--- config.mk ---
export PLATFORM = sky130hd
export DESIGN_NAME = tbe_match
export DESIGN_NICKNAME = d
export VERILOG_FILES = /design/src/sv/tbe_pkg.sv /design/src/sv/tbe_match.sv
export SDC_FILE = /design/constraint.sdc
export NUM_CORES = 1
export LEC_CHECK = 0
export BUFFER_PORTS_ARGS = -buffer_cell sky130_fd_sc_hd__buf_4
export CORE_ASPECT_RATIO = 1.2
export CORE_MARGIN = 2
export CORE_UTILIZATION = 54
export DETAILED_ROUTE_END_ITERATION = 10
export PLACE_DENSITY = 0.86
export RECOVER_POWER = 25
export REMOVE_ABC_BUFFERS = 1
export SLEW_MARGIN = 20
export SYNTH_ARGS = -nofsm -noshare
export SYNTH_HDL_FRONTEND = slang
export SYNTH_SLANG_ARGS = --single-unit
export TNS_END_PERCENT = 5
--- constraint.sdc ---
create_clock -name vclk -period 6.5
set_input_delay 0.65 -clock vclk [all_inputs]
set_output_delay 0.65 -clock vclk [all_outputs]
set_load 0.01 [all_outputs]
--- src/sv/tbe_pkg.sv ---
`timescale 1ns / 1ps
// ----------------------------------------------------------------------------
// tbe_pkg
// Shared types and constants of the text buffer edit engine.
// ----------------------------------------------------------------------------
package tbe_pkg;

	localparam int CHAR_W    = 8;
	localparam int PACK_W    = 64;
	localparam int LEN_W     = 11;
	localparam int POS_W     = 10;
	localparam int CNT_W     = 4;

	typedef enum logic [2:0] {
		MODE_WRITE   = 3'd0,
		MODE_READ    = 3'd1,
		MODE_INSERT  = 3'd2,
		MODE_DELETE  = 3'd3,
		MODE_REPLACE = 3'd4
	} mode_t;

	typedef enum logic [2:0] {
		ST_CLEAR,
		ST_IDLE,
		ST_RDWAIT,
		ST_SEARCH,
		ST_PREP,
		ST_SHIFT,
		ST_FILL
	} state_t;

endpackage

--- src/sv/tbe_match.sv ---
`timescale 1ns / 1ps
// ----------------------------------------------------------------------------
// tbe_match
// Compares the sliding window of recently read characters with the pattern.
// ----------------------------------------------------------------------------
module tbe_match #(
	parameter int PM = 8
) (
	input  logic [PM*tbe_pkg::CHAR_W-1:0] win,
	input  logic [tbe_pkg::PACK_W-1:0]    pat,
	input  logic [tbe_pkg::CNT_W-1:0]     plen,
	input  logic [tbe_pkg::CNT_W-1:0]     cnt,
	output logic                          hit
);

	logic [tbe_pkg::CNT_W-1:0] idx;

	// window byte 0 is the newest, so it lines up with the last pattern byte
	always_comb begin
		idx = '0;
		hit = (cnt >= plen) && (plen != '0);
		for (int m = 0; m < PM; m++) begin
			idx = plen - tbe_pkg::CNT_W'(m) - tbe_pkg::CNT_W'(1);
			if (tbe_pkg::CNT_W'(m) < plen) begin
				if (win[m*tbe_pkg::CHAR_W +: tbe_pkg::CHAR_W] !=
					pat[{idx[2:0], 3'b000} +: tbe_pkg::CHAR_W]) begin
					hit = 1'b0;
				end
			end
		end
	end

endmodule

After elaboration in Yosys (flattened, before gate mapping)
Index checks and enable logic that the tools add are counted.
{ "classes": {"n_div": 0, "n_reduce_logical": 2, "shifts": 8, "n_mux": 16, "bitwise": 0, "n_addsub": 14, "n_lt_le_gt_ge": 9, "eq_ne": 8, "multipliers": 0} }
{ "ops": {"columns": ["operator", "count"], "rows": [
  ["indexed part select 64 x 7 -> 8 bit", 8],
  ["!= test 8 bit", 8],
  ["subtractor 3 x 1 -> 3 bit, second input constant", 8],
  ["< comparator 3 x 4 -> 1 bit, first input constant", 4],
  ["two-way mux 1 bit", 16],
  ["subtractor 3 bit, second input constant", 4],
  ["< comparator 1 x 4 -> 1 bit, first input constant", 2],
  ["< comparator 2 x 4 -> 1 bit, first input constant", 2],
  ["subtractor 3 x 2 -> 3 bit, second input constant", 2],
  [">= comparator 4 bit", 1],
  ["nonzero test 4 bit", 1],
  ["logical AND 1 bit", 1]
]} }
{ "totals": {"latchBits": 0, "mem_bits_rw": 0, "out_inout_bits": 1, "mem_count": 0, "rom_bits": 0, "register_bits": 0, "in_bits": 136} }

Logic depth before layout (Yosys ltp)
{ "logic_depth": {"depth_word": 19, "ltp_mapped": 16, "mapped_depth_nobuf": 10} }

Worst setup path before layout
Ideal clock, no wire load.
{ "synth_timing": {"path_kind": "input port to output port", "start": "in plen[0] (netlist bit)", "end": "out hit", "required_ps": 5850, "path_buffers": 5, "setup_slack_ps": 1441, "arrival_time_ps": 4409, "cell_stages": 15, "cell_sequence": "buf_2 buf_4 buf_2 buf_4 clkinv_1 ha_1 buf_6 mux4_2 mux2i_1 xor2_1 nand2_1 or4_4 nor4_2 o31ai_1 a2111oi_2"} }
{ "synth_via": {"elab_chain_len": 19, "elab_cells_between_ends": 57, "cone_classes": "14 x add/sub; 9 x order compare; 8 x eq/ne; 8 x shift; 16 x mux; 2 x reduce/logical"} }
{ "synth_lines": {"columns": ["item", "line", "rtl"], "rows": [
  ["from (decl)", "tbe_match.sv:11", "input logic [tbe_pkg::CNT_W-1:0] plen,"],
  ["branches (longest 18 deep; another with subtractor 3 x 1 -> 3 bit)", null, null],
  ["two-way mux 1 bit (*)", "tbe_match.sv:24", "if (tbe_pkg::CNT_W'(m) < plen) begin"],
  ["to (decl)", "tbe_match.sv:13", "output logic hit"]
]} }
Mark *: on every way between the ends.

Worst setup path in the final report
Same ends and word-level chain as after synthesis.

==> results_dict.tcl <==
set metrics [dict create \
    wl_per_cell_um 24.1 \
    fill_cells 489 \
    busiest_layer "met2" \
    clockPowerShare_pct 0 \
    coreArea_mm2 0.00690 \
    use_met3_pct 1.95 \
    path_class "primary input to output port" \
    ys_types 35 \
    yosysTopAreaCell "mux4_2" \
    setup.worst_path.start "plen[0]" \
    ioPinCount 137 \
    drc 0 \
    antenna_found_initial 0 \
    slew_headroom_pct 33.3 \
    dr.pass1.iters 5 \
    gp_congestion 0.976 \
    layout_min_cycle_time_ns 5.54 \
    hold_violations 0 \
    die_x_um 81.2 \
    wirelength_um 12700 \
    yosysSeqAreaShare_pct 0 \
    antennaDiodeCount 0 \
    p_per_area_mw_per_mm2 95.8 \
    vias 3707 \
    avgSynthCellArea_um2 12.0 \
    grtUsageTotal_pct 33.1 \
    p_sw_uw 219 \
    max_freq_mhz 181 \
    clock_buffers 0 \
    ant_nets 0 \
    first_iter_violations 314 \
    internal-power_uw 252 \
    synth_top_area_share_pct 51.4 \
    rsz0062_at_grt "no" \
    hold_depth 5 \
    cp-end-kind "output port" \
    synthCells 321 \
    swShare_pct 46.5 \
    tns_ns 0 \
    synth_area_mm2 0.00386 \
    tightest_slew_ns 0.993 \
    seq_power_share_pct 0 \
    finalMaxSlewViolations 0 \
    nNetsFinal 585 \
    grt.met1_usage_pct 43.6 \
    start_util_pct 55.9 \
    total_power_uw 471 \
    min_path_type "primary input to output port" \
    grt_pass1_vias 3671 \
    yosysMostFrequentCell "mux4_2" \
    avgViaCountPerCell 7.05 \
    startpoint_type "primary input" \
    dpl_cell_area_mm2 0.00492 \
    numPortBuffers 137 \
    status "complete, no violations" \
    leakagePower_uw 0.00195 \
    seq_area_um2 0 \
    overflow 0 \
    post_cts_resize_count 0 \
    area_growth_pct 27.5 \
    gr-usage-met2_pct 58.6 \
    seq_cells 0 \
    netlist_top_cells_count "mux4_2 (88), xnor2_1 (54), xor2_1 (38)" \
    synthTopCellsByArea "mux4_2 (51%), xnor2_1 (12%), mux2i_1 (9.3%)" \
    arrival_ns 4.89 \
    p_comb_share_pct 100.0 \
    rows 33 \
    max-cap-violations 0 \
    post_cts_buffers 0 \
    min_from "plen[3]" \
    drive_above_1_share_pct 53.3 \
    die-area_mm2 0.00784 \
    vdd_drop_max_uv 64.6 \
    min_to "hit" \
    yosysWarnings 0 \
    stdcell_area_mm2 0.00492 \
    grt_start_max_net_pins 54 \
    die-height_um 96.6 \
    required_ns 5.85 \
    setup_viol 0 \
    grt_pass1_wl_um 19500 \
    holdBufCountCts 0 \
    hpwl_um 10200 \
    crit_fanout 18 \
    post-route-period-util_pct 85.2 \
]
==> placed cells by master, fill, tap and decap left out, drive strengths merged, types with 2 or more instances in the layout <==
| cell | netlist | layout |
|---|---|---|
| nand4 | 12 | 12 |
| mux4 | 90 | 90 |
| inv | 6 | 6 |
| o21ai | 4 | 4 |
| xnor2 | 54 | 54 |
| a21o | 2 | 2 |
| xor2 | 38 | 38 |
| nor3 | 3 | 3 |
| nor4 | 8 | 8 |
| nor2 | 7 | 7 |
| a211oi | 2 | 2 |
| nand2 | 5 | 5 |
| a21oi | 5 | 5 |
| nand3 | 4 | 4 |
| buf | 18 | 143 |
| ha | 8 | 8 |
| mux2i | 36 | 36 |
==> how the worst max path moves through the flow <==
stage / end
after floorplan: hit
after global placement: hit
after detailed placement: hit
after CTS: hit
after global routing: hit
final: hit
==> power by group through the flow <==
| stage | Sequential (uW) | Combinational, uW | Clock [uW] |
|---|---|---|---|
| after floorplan | 0 | 288 | 0 |
| after global placement | 0 | 454 | 0 |
| after global routing | 0 | 499 | 0 |
| final | 0 | 471 | 0 |
| after CTS | 0 | 467 | 0 |
| after detailed placement | 0 | 464 | 0 |
==> stage by stage <==
step	instances	hold WS (ns)	worst slack, ns	util, %
after global routing	526	1.78	0.673	71.3
after global placement	526	1.73	1.28	71.4
after detailed placement	526	1.73	1.20	71.4
final	526	1.74	0.960	71.3
after floorplan	296	1.49	1.02	-
after CTS	526	1.74	1.20	71.4
==> worst max-delay path, stage by stage <==
cell	delay, ns
buf_4	0.09
clkinv_1	0.30
ha_1	0.98
buf_4	0.37
mux4_1	0.59
mux2i_1	0.18
xor2_1	0.19
nand2_1	0.09
or4_4	0.49
nor4_2	0.27
o31ai_1	0.12
a2111oi_2	0.38
buf_4	0.18
==> area by class of cell <==
| cell class | instances | area (um2) | area share, % |
|---|---|---|---|
| tap | 87 | 109 | 2.21 |
| timing repair buffer | 143 | 1090 | 22.1 |
| inverter | 7 | 26.3 | 0.534 |
| multi-input combinational | 289 | 3700 | 75.2 |
==> cell families (layout without fill, tap and decap cells) <==
family	Yosys count	count (layout)	share of synthesized area (%)
mux	126	126	62.1
xor+xnor	93	93	21.5
simple gates	43	43	6.33
buf+inv	32	150	4.15
compound gates	19	19	3.37
fa+ha+maj	8	8	2.59
==> routing by layer <==
layer / vias to the layer above / wire length (um)
li1: 1564 / -
met1: 1824 / 4500
met2: 281 / 6700
met3: 38 / 1020
met4: 0 / 466
met5: - / 0
No activity file was read; power rests on OpenSTA's default activity.
